--- src/sv/gpb_ram.sv ---
// simple dual-port synchronous ram, one write and one registered read per cycle
// no package dependencies

module gpb_ram #(
  parameter int WIDTH = 8,
  parameter int DEPTH = 16
) (
  input  logic                     clk,
  input  logic                     wr_en,
  input  logic [$clog2(DEPTH)-1:0] wr_addr,
  input  logic [WIDTH-1:0]         wr_data,
  input  logic [$clog2(DEPTH)-1:0] rd_addr,
  output logic [WIDTH-1:0]         rd_data
);

  logic [WIDTH-1:0] mem_r [DEPTH];
  logic [WIDTH-1:0] rd_data_r;

  always_ff @(posedge clk) begin
    if (wr_en) begin
      mem_r[wr_addr] <= wr_data;
    end
    rd_data_r <= mem_r[rd_addr];
  end

  assign rd_data = rd_data_r;

endmodule

--- config.mk ---
export PLATFORM = sky130hd
export DESIGN_NAME = gpb_ram
export DESIGN_NICKNAME = d
export VERILOG_FILES = /design/src/sv/gpb_ram.sv
export SDC_FILE = /design/constraint.sdc
export NUM_CORES = 1
export LEC_CHECK = 0
export BUFFER_PORTS_ARGS = -buffer_cell sky130_fd_sc_hd__buf_2
export CELL_PAD_IN_SITES_DETAIL_PLACEMENT = 2
export CELL_PAD_IN_SITES_GLOBAL_PLACEMENT = 2
export CORE_MARGIN = 1.5
export CORE_UTILIZATION = 48
export CTS_CLUSTER_DIAMETER = 120
export DETAILED_ROUTE_END_ITERATION = 8
export PLACE_DENSITY_LB_ADDON = 0.08
export SLEW_MARGIN = 40
export SYNTH_ARGS = -nofsm -noshare
export SYNTH_HDL_FRONTEND = slang
export SYNTH_SLANG_ARGS = --single-unit
--- constraint.sdc ---
create_clock -name clk -period 2.52 [get_ports clk]
set_clock_uncertainty 0.05 [all_clocks]
set_input_delay 0.378 -clock clk [delete_from_list [all_inputs] [get_ports clk]]
set_output_delay 0.378 -clock clk [all_outputs]
set_load 0.01 [all_outputs]
## Yosys cells after proc, flatten, opt, wreduce, memory -nomap -nowiden

Memory sizes are Yosys's and may differ from the RTL's. A register that Yosys moved wholly into a read port is not among the register bits.
Cells that the tools add are included.

| operators by class | value |
|---|---|
| $add $sub $neg | 0 |
| multiply operators | 0 |
| div/mod/pow operators | 0 |
| order comparisons | 0 |
| equality and inequality tests | 0 |
| shift operators | 0 |
| mux-type cells | 2 |
| bitwise logic cells | 0 |
| reduce and logical (&&, ||, !) cells | 0 |

Operators with widths:

| kind | count |
|---|---|
| two-way mux 1 bit | 2 |

| word-level totals | value |
|---|---|
| register bits | 0 |
| bits in latches | 0 |
| bits in writable memories | 128 |
| ROM bits | 0 |
| bits of input ports | 18 |
| output and inout bits | 8 |
| word-level logic and storage cells | 3 |
| memories kept | 1 |

Memory list:

| name | depth | bits a word | rd ports | clocked after Yosys merged registers in | write ports | RTL line | source |
|---|---|---|---|---|---|---|---|
| mem_r | 16 | 8 | 1 | 1 | 1 | 16 | `logic [WIDTH-1:0] mem_r [DEPTH];` |

## Longest topological paths before layout

Gate-level depths: netlist of the first run.

| logic depth | value |
|---|---|
| depth in word-level cells | 2 |
| depth in mapped cells | 5 |
| mapped depth without buffers | 3 |

## Worst setup path after synthesis of the first run

No wires, ideal clock.

| path | value |
|---|---|
| kind | input to register |
| from | in wr_addr[2] |
| to | mem mem_r[0][0], enable pin |
| setup time | 383 ps |
| arrival | 1,488 ps |
| data required time | 2,087 ps |
| setup slack | 599 ps |
| stages on the path | 2 |
| path buffers | 0 |
| cell sequence | or3b_2 nor3_1 |

RTL lines:

| item | RTL line | source |
|---|---|---|
| start: declaration | 10 | `input logic [$clog2(DEPTH)-1:0] wr_addr,` |
| end: declaration | 16 |  |

Straight into the memory's write port.

## Final worst setup path of the first run

| path | value |
|---|---|
| from | reg rd_data_r[7] (netlist: rd_data[7]) (read register of mem_r) |
| to | out rd_data[7] |

RTL lines:

| item | RTL line | source |
|---|---|---|
| start: declaration | 17 | `logic [WIDTH-1:0] rd_data_r;` |
| end: declaration | 13 | `output logic [WIDTH-1:0] rd_data` |

No word-level cell between the ends.

==> key figures, run 1 <==
STA
  – RSZ-0062 raised after global routing: no
  – Relative slew margins: 0.482
  – Fin crit share: 0.601
  – Final setup violation count: 0
  – Endpoints failing hold: 0
  – Fmax achieved: 660 MHz
  – Tightest Pin Transition: 0.776 ns
  – PnR worst setup slack: between 1 and 1.5 ns
  – Max Slew Vio Count: 0
  – Setup TNS Final: 0 ns
  – Tmin final: 1.51 ns

Placed design
  – Inst Count DP: approximately 400
  – Routability cong.: 0.706
  – Port bufs: 25
  – Detailed-placement wirelength estimate: 8140 um
  – Dpl ws: about 0.48 ns

GRT
  – Largest net degree at the start of global routing: 28
  – Grt total ovfl: 0
  – Via count of the first global-routing pass: 2803
  – Initial antenna violation count: 0
  – First-pass GRT wire length: 19100 um
  – Total Routing Usage GR: 0.254

Synthesis
  – Syn_nets: 247
  – Post-synth top area share: 0.747
  – Ys async rst share: 0
  – Yosys warns: 0
  – Area leader, netlist: edfxtp_1
  – Post-synthesis adder-cell area fraction: 0
  – Syn_area_per_cell: between 20 and 25 um^2
  – Synth Area in Compound Gates: 0.0233
  – Synthesized instance count: 229
  – Most used DFF post-synth: edfxtp_1
  – EDFF count, synth: 128
  – Largest family of logic cells by synthesized area: multiplexers
  – Synth Area in Simple Gates: 0.0318
  – Post-synthesis cell area: 5150 um^2
  – Xor/xnor share of the synthesized area: 0
  – Seq/Total Area, Yosys: 0.778
  – Synth area leaders: edfxtp_1 75%, mux4_2 7.9%, mux4_1 7.1%, dfxtp_1 3.1%, a22oi_1 2.3%
  – Synthesis-stage register bit count: 136
  – Distinct cells, synth: 19
  – Post-synthesis mux area share: 0.150

Routing
  – Drt pass-1 iters: 4
  – 1st-iter DRT viols: about 150
  – Routed wire length per instance: 29.6 um
  – Post-route DRC violation count: 0
  – Routed WL: about 13000 um
  – Vias: between 2000 and 3000
  – Via density: 5.84
  – Detail Route Antenna Nets: 0

Clock tree
  – Clock buffer depth: 2
  – Post-cts sizing count: 0
  – CTS tree: yes
  – CTS sink cnt: 136
  – Post-CTS Hold Fix Bufs: 0
  – # Post-CTS Setup Buffers: 0
  – CTS Buf Count: 17
  – H-tree depth: 4
  – Worst skew pair latency: 0.53 ns
  – Clk pin slew, worst setup/hold paths: 0.06 ns
  – Root buf cell: clkbuf_8

Critical path
  – CP max stage cell: dfxtp_1
  – Top delay family on crit path: flip-flops
  – Max stage delay on crit path: 0.39 ns
  – Critical path required time: 2.09 ns
  – Arrival time at the worst endpoint: 1.09 ns
  – Critical path startpoint category: flip-flop
  – Crit path kind: reg2out
  – WP buf/inv: 1
  – Crit end category: output port
  – Crit Path Max Fanout: 1
  – Critical-path cell list: buf_2

Worst hold path
  – Hold Path Class: in2reg

Floorplan
  – Core area: roughly 10000 um^2
  – FP Rows: 37
  – Die width: 107 um
  – Die Area: 11400 um^2
  – Num ports: 26
  – Die height: 107 um
  – Initial Util: 0.496

Power
  – Clk pwr share: 0.462
  – Leak pwr: 2.08 nW
  – VDD IR-drop max: 0.610 mV
  – Sw Ratio: 0.208
  – Internal: 4.12 mW
  – PD cells: 855 nW/um^2
  – Logic pwr share: 0.048
  – Sequential Power Share: 0.489
  – Switching power: 1.09 mW

Finish
  – Fin cells: 431
  – Number of diodes: 0
  – Post-synthesis to final-layout area growth: 18.5%
  – Nets: 300
  – Layout cells sized above 1: 0.305

Flow run
  – Max-cap viol count: 0

Status
  – Status: finished clean
[layout make-up]
type	instances	area [um^2]
clock buffer	18	418
fill	833	4270
timing repair buffer	44	293
tap	136	170
multi-input combinational	83	1060
sequential	136	4000
clock inverter	14	156
[layout by cell type (no fill, tap or decap), types with 2 or more instances in the layout]
cell type and instances:
a22oi_1 16, buf_12 2, buf_2 25, buf_4 17
bufinv_16 3, clkbuf_16 16, clkinv_1 4, clkinv_2 2
clkinv_4 2, clkinvlp_4 2, dfxtp_1 8, edfxtp_1 128
mux4_1 14, mux4_2 18, nand2_1 9, nand2b_1 2
nand3b_1 2, nor2_1 13, nor3_1 4
[power by group through the flow]
| stage | clock (mW) | combinational (mW) | sequential (mW) |
|---|---|---|---|
| floorplan | 0 | 0.128 | 2.59 |
| CTS | 2.45 | 0.257 | 2.55 |
| finish | 2.41 | 0.252 | 2.55 |
| detailed placement | 0 | 0.255 | 2.60 |
| global route | 2.55 | 0.273 | 2.55 |
| global placement | 0 | 0.242 | 2.59 |
[path summary, 6_finish.rpt]
check	from	end	slack, ns	cells past startpoint
max reg2reg	mem_r[9][3]$_DFFE_PP_	rd_data[3]$_DFF_P_	1.05	3
max	rd_data[7]$_DFF_P_	rd_data[7]	1.01	1
min	wr_data[6]	mem_r[2][6]$_DFFE_PP_	0.19	1
min reg2reg	mem_r[5][3]$_DFFE_PP_	rd_data[3]$_DFF_P_	0.65	3
[flip-flops by register name (all words and copies together) (netlist names)]
name / flops
mem_r: 128
rd_data: 8
[stage by stage]
step	cell area, um^2	util	power (mW)	hold slack, ns
floorplan	5150	-	2.72	0.427
global placement	5520	0.533	2.83	0.603
detailed placement	5520	0.533	2.85	0.628
CTS	6100	0.588	5.26	0.176
global route	6100	0.588	5.38	0.181
finish	6100	0.588	5.21	0.188
[synth_stat cells (3+ instances only)]
cell type        number
buf_2                 3
a22oi_1              16
edfxtp_1            128
nor2_1               13
mux4_1               14
nor3_1                4
mux4_2               18
dfxtp_1               8
buf_6                 3
clkdlybuf4s25_2       3
nand2_1               9
[metal layers]
layer	global-route usage	up-vias	routed length, um
li1	-	1082	-
met1	0.340	1344	5460
met2	0.408	81	6470
met3	0.0711	11	668
met4	0.0771	0	173
met5	0	-	0
[kinds of logic (layout without fill, tap and decap cells)]
group,count (synthesis),after routing
flops,136,136
buf+inv,10,76
mux,32,32
simple gates,35,35
compound gates,16,16
(Power assumes the default switching activity.)
==> run 2, diff against run 1 <==
Settings changed: CORE_UTILIZATION 48 to 43.
Clock period 2.52 ns to 1.2 ns, I/O delays scaled along.
==> run 2 against run 1 <==
Effect of this change:
- worst hold slack lost 0.083 ns
- the run now ends with design-rule violations, negative setup slack left
- sequential power grew 110%
- die area grew 11%
- core utilization shrank 3.5 points
- critical path type is now reg2reg
- first-iteration DRC count grew 4.0%
- wire length shrank 5.8%
==> key figures, run 2 (synthesized netlist as in run 1, its figures left out) <==
Critical path
  – Crit end category: flip-flop
  – Critical path startpoint category: flip-flop
  – Arrival time at the worst endpoint: 1.67 ns
  – Depth of the most critical reg-to-reg path: 4
  – Crit path kind: reg2reg
  – Critical path required time: 1.46 ns
  – Crit Path Max Fanout: 1

Routing
  – Routed WL: 12000 um
  – Vias: about 2600
  – Via density: 5.67
  – Post-route DRC violation count: 2
  – 1st-iter DRT viols: approximately 160
  – Drt pass-1 iters: 8
  – Routed wire length per instance: 26.7 um
  – Detail Route Antenna Nets: 0

GRT
  – Via count of the first global-routing pass: 2873
  – Grt total ovfl: 0
  – First-pass GRT wire length: between 15000 and 20000 um
  – Initial antenna violation count: 0
  – Largest net degree at the start of global routing: 20
  – Total Routing Usage GR: 0.217

Clock tree
  – Clock buffer depth: 2
  – Worst skew pair latency: 0.42 ns
  – CTS tree: yes
  – Root buf cell: clkbuf_16
  – # Post-CTS Setup Buffers: 0
  – H-tree depth: 4
  – CTS Buf Count: 17
  – Post-CTS Hold Fix Bufs: 0
  – CTS sink cnt: ~140
  – Clk pin slew, worst setup/hold paths: 0.06 ns

Power
  – PD cells: 1800 nW/um^2
  – Clk pwr share: 0.481
  – Sw Ratio: 0.195
  – Internal: 9.26 mW
  – Sequential Power Share: 0.465
  – Switching power: around 2.2 mW
  – Leak pwr: 2.16 nW
  – VDD IR-drop max: 1.10 mV
  – Logic pwr share: 0.054

STA
  – Final hold slack: approximately 0.11 ns
  – PnR worst setup slack: -0.205 ns
  – Fmax achieved: 712 MHz
  – Fin crit share: 1.17
  – Tightest Pin Transition: 0.565 ns
  – Tmin final: 1.41 ns
  – Final setup violation count: 8
  – Relative slew margins: 0.622
  – Endpoints failing hold: 0
  – Max Slew Vio Count: 0
  – Setup TNS Final: -1.22 ns
  – RSZ-0062 raised after global routing: yes

Finish
  – Reg with most FFs: mem_r
  – Multi-input logic area: 1100 um^2
  – Post-synthesis to final-layout area growth: 24.2%
  – Fill cells: 954
  – Nets: approximately 310
  – Flip-flop count of the largest register after layout: ~130
  – Number of diodes: 0
  – Highest-count cells in the layout ignoring fill and taps: 128 x edfxtp_1, 32 x mux4_2, 25 x buf_2
  – Commonest non-fill, non-tap cell in the layout: edfxtp_1
  – Layout cells sized above 1: 0.442
  – Sequential cell area: 4000 um^2

Floorplan
  – Core area: 11600 um^2
  – Die width: between 100 and 150 um
  – FP Rows: 39
  – Die height: between 100 and 150 um
  – Die Area: 12600 um^2
  – Num ports: 26
  – Initial Util: 0.445

Worst hold path
  – Worst Hold Depth: 1
  – Hold Path Class: in2reg

Placed design
  – Port bufs: 25
  – Detailed-placement wirelength estimate: 7900 um
  – Routability cong.: just under 0.7

Status
  – Status: finished, violations left
  – Failing checks: design-rule violations, negative setup slack

Flow run
  – Max-cap viol count: 0
-- run 2: cell types whose count changed in the layout (fill, tap and decap cells not counted), moves of 3 or more --
cell	delta
mux4_2	+14
buf_4	+6
nor2_4	+3
clkinv_1	-3
clkbuf_8	+3
a22oi_2	+7
nor3_2	+3
nor3_1	-4
a22oi_1	-7
nor2_1	-4
mux4_1	-14
buf_12	+7
-- run 2: power by group through the flow --
stage	logic, mW	clock network (mW)	registers (mW)
2_1_floorplan	0.303	0	5.45
3_3_place_gp	0.587	0	5.44
3_5_place_dp	0.606	0	5.45
4_1_cts	0.630	5.64	5.35
5_1_grt	0.674	5.83	5.36
6_report	0.619	5.54	5.35
-- run 2: layout make-up --
cell class	instances	share of cell area
well taps	143	0.0280
clock buffers	23	0.0764
flip-flops and latches	136	0.626
repair buffers	57	0.0748
clock inverters	9	0.0225
multi-input cells	83	0.172
-- run 2: critical path: stages, from the launching register on --
cell and delay (ns):
edfxtp_1 0.38, mux4_2 0.50, a22oi_2 0.16, buf_4 0.16, nand2_2 0.04
-- run 2: final timing paths --
kind / end / start / slack, ns
worst max-delay path: rd_data[4]$_DFF_P_ / mem_r[7][4]$_DFFE_PP_ / -0.21
worst min-delay path: mem_r[0][7]$_DFFE_PP_ / wr_data[7] / 0.11
worst max register to register: rd_data[4]$_DFF_P_ / mem_r[7][4]$_DFFE_PP_ / -0.21
worst min register to register: rd_data[6]$_DFF_P_ / mem_r[8][6]$_DFFE_PP_ / 0.64
-- run 2: what timing repair did --
item	4_1_cts	5_1_grt
gates resized for setup	8	1
setup endpoints to repair	8	8
pin swaps	2	2
-- run 2: metal layers --
metal | share of wire | track usage
met1 | 0.43 | 0.285
met2 | 0.50 | 0.346
met3 | 0.053 | 0.0697
met4 | 0.012 | 0.0743
met5 | 0 | 0
-- run 2: stage by stage --
stage	utilization	cell area [um^2]	power (mW)	instances	setup WS (ns)
finish	0.553	6390	11.5	451	-0.205
global route	0.553	6390	11.9	451	-0.265
CTS	0.552	6380	11.6	451	-0.194
detailed placement	0.495	5720	6.05	419	-0.541
global placement	0.495	5720	6.03	419	-0.476
floorplan	-	5180	5.75	229	-0.163
==> run 3, diff against run 2 <==
Settings changed: ABC_AREA set to 1, CORE_UTILIZATION 43 to 36.
==> run 3 against run 2 <==
Effect of this change:
- the run now ends clean
- setup slack improved by 0.23 ns
- register-to-register slack improved by 0.32 ns
- sequential cell count did not move
- largest cell class unchanged
- highest routed layer unchanged
==> key figures, run 3 <==
Finish
  – Post-synthesis to final-layout area growth: 21.4%
  – Commonest non-fill, non-tap cell in the layout: nand2_1
  – Number of diodes: 0
  – Final Core Density: 0.444
  – Highest-count cells in the layout ignoring fill and taps: 173 x nand2_1, 128 x edfxtp_1, 100 x inv_1
  – Reg with most FFs: mem_r
  – Flip-flop count of the largest register after layout: approximately 130
  – Nets: 631
  – Fill cells: 1695
  – Layout cells sized above 1: 0.163

Critical path
  – WP buf/inv: 1
  – Arrival time at the worst endpoint: 0.94 ns
  – Critical-path cell list: buf_2
  – CP max stage cell: dfxtp_1
  – Critical path startpoint category: flip-flop
  – Crit end category: output port
  – Critical Path Stages: 1
  – Critical path required time: ~0.97 ns
  – Crit Path Max Fanout: 1
  – Crit path kind: reg2out
  – Depth of the most critical reg-to-reg path: 6
  – Max stage delay on crit path: 0.37 ns
  – Top delay family on crit path: flip-flops

Clock tree
  – CTS sink cnt: 136
  – Root buf cell: clkbuf_16
  – # Post-CTS Setup Buffers: 0
  – Post-cts sizing count: 1
  – H-tree depth: 4
  – CTS tree: yes
  – Clock buffer depth: 2
  – Post-CTS Hold Fix Bufs: 0
  – Worst skew pair latency: 0.42 ns
  – CTS Buf Count: 17
  – Clk pin slew, worst setup/hold paths: roughly 0.06 ns

Floorplan
  – Die width: between 100 and 150 um
  – Initial Util: 0.366
  – FP Rows: 46
  – Num ports: 26
  – Die height: 130 um
  – Die Area: approximately 17000 um^2
  – Core area: 15800 um^2

Synthesis
  – Distinct cells, synth: 12
  – Post-synthesis cell area: roughly 5800 um^2
  – Synthesized instance count: 551
  – Yosys warns: 0
  – Syn_area_per_cell: roughly 10 um^2
  – Syn_nets: 569
  – Synthesis-stage register bit count: between 100 and 150
  – Seq/Total Area, Yosys: 0.694
  – Most used DFF post-synth: edfxtp_1
  – EDFF count, synth: approximately 130
  – Post-synth top area share: 0.667
  – Count leader, synth: nand2_1
  – Ys async rst share: 0
  – Synth area leaders: edfxtp_1 67%, nand2_1 11%, nand3_1 8.4%, inv_1 6.5%, dfxtp_1 2.8%
  – Top cells by count, synth: 173 x nand2_1, 128 x edfxtp_1, 100 x inv_1
  – Area leader, netlist: edfxtp_1

Routing
  – Post-route DRC violation count: 0
  – Detail Route Antenna Nets: 0
  – 1st-iter DRT viols: 205
  – Drt pass-1 iters: 4
  – Routed WL: 17700 um
  – Vias: about 4100
  – Via density: 4.82
  – Routed wire length per instance: 21.0 um

Power
  – VDD IR-drop max: 0.853 mV
  – Leak pwr: approximately 3.1 nW
  – Total power: about 11 mW
  – PD cells: 1620 nW/um^2

GRT
  – Grt total ovfl: 0
  – First-pass GRT wire length: 27400 um
  – Total Routing Usage GR: 0.230
  – Initial antenna violation count: 0
  – Largest net degree at the start of global routing: 29
  – Via count of the first global-routing pass: ~4600

STA
  – Setup TNS Final: 0 ns
  – Fin crit share: 0.975
  – Max Slew Vio Count: 0
  – Final setup violation count: 0
  – Tmin final: 1.17 ns
  – Endpoints failing hold: 0
  – Fmax achieved: roughly 850 MHz
  – Tightest Pin Transition: 0.435 ns
  – Relative slew margins: 0.710
  – RSZ-0062 raised after global routing: no

Placed design
  – Port bufs: 25
  – Routability cong.: 0.766
  – Detailed-placement wirelength estimate: 11700 um

Flow run
  – Max-cap viol count: 0

Status
  – Status: finished clean

Worst hold path
  – Worst Hold Depth: 1
  – Hold Path Class: in2reg
[run 3: cell types whose count changed in the layout (fill, tap and decap cells not counted), sizes merged, moves of 2 or more]
cell | before | now
bufinv | 4 | 2
nor2 | 13 | 17
nand3 | 1 | 97
nand2 | 9 | 173
mux4 | 32 | 0
nor3 | 4 | 0
inv | 0 | 102
buf | 57 | 67
a22oi | 16 | 0
nand2b | 2 | 0
[run 3: path summary, 6_finish.rpt]
path | start | endpoint | slack [ns]
worst min-delay path | wr_data[4] | mem_r[3][4]$_DFFE_PP_ | 0.14
worst max register to register | mem_r[2][3]$_DFFE_PP_ | rd_data[3]$_DFF_P_ | 0.11
worst min register to register | mem_r[11][6]$_DFFE_PP_ | rd_data[6]$_DFF_P_ | 0.64
worst max-delay path | rd_data[0]$_DFF_P_ | rd_data[0] | 0.03
[run 3: cell type report]
type / instances / area (um^2) / area share
clock inverters: 8 / 95.1 / 0.0136
clock buffers: 24 / 492 / 0.0702
well taps: 216 / 270 / 0.0386
flip-flops and latches: 136 / 4010 / 0.572
inverters: 102 / 383 / 0.0547
repair buffers: 67 / 528 / 0.0754
multi-input cells: 289 / 1230 / 0.175
[run 3: routing by layer]
metal / share of wire / GRT usage / vias up / wire [um]
li1: - / - / 1895 / -
met1: 0.43 / 0.279 / 2071 / 7670
met2: 0.52 / 0.411 / 68 / 9180
met3: 0.021 / 0.0392 / 23 / 375
met4: 0.024 / 0.0856 / 0 / 425
met5: 0 / 0 / - / 0
[run 3: logic make-up after synthesis]
family                 share of synthesized area
flip-flops                                 0.694
buffers and inverters                     0.0952
AND/OR/NAND/NOR                            0.210
[run 3: through the flow]
stage	instances	setup slack [ns]	instance area [um^2]	hold slack, ns
global placement	810	-0.153	6400	0.525
global route	842	0.0106	7000	0.143
floorplan	551	0.0192	5770	0.229
finish	842	0.0295	7000	0.137
detailed placement	810	-0.187	6400	0.531
CTS	842	0.00804	6990	0.134
[run 3: power breakdown]
group / internal (mW) / switching, mW / leakage [nW]
Sequential: 5.31 / 0.0402 / 1.22
Clock: 3.27 / 1.93 / 0.288
Combinational: 0.256 / 0.536 / 1.54
Total: 8.83 / 2.51 / 3.06
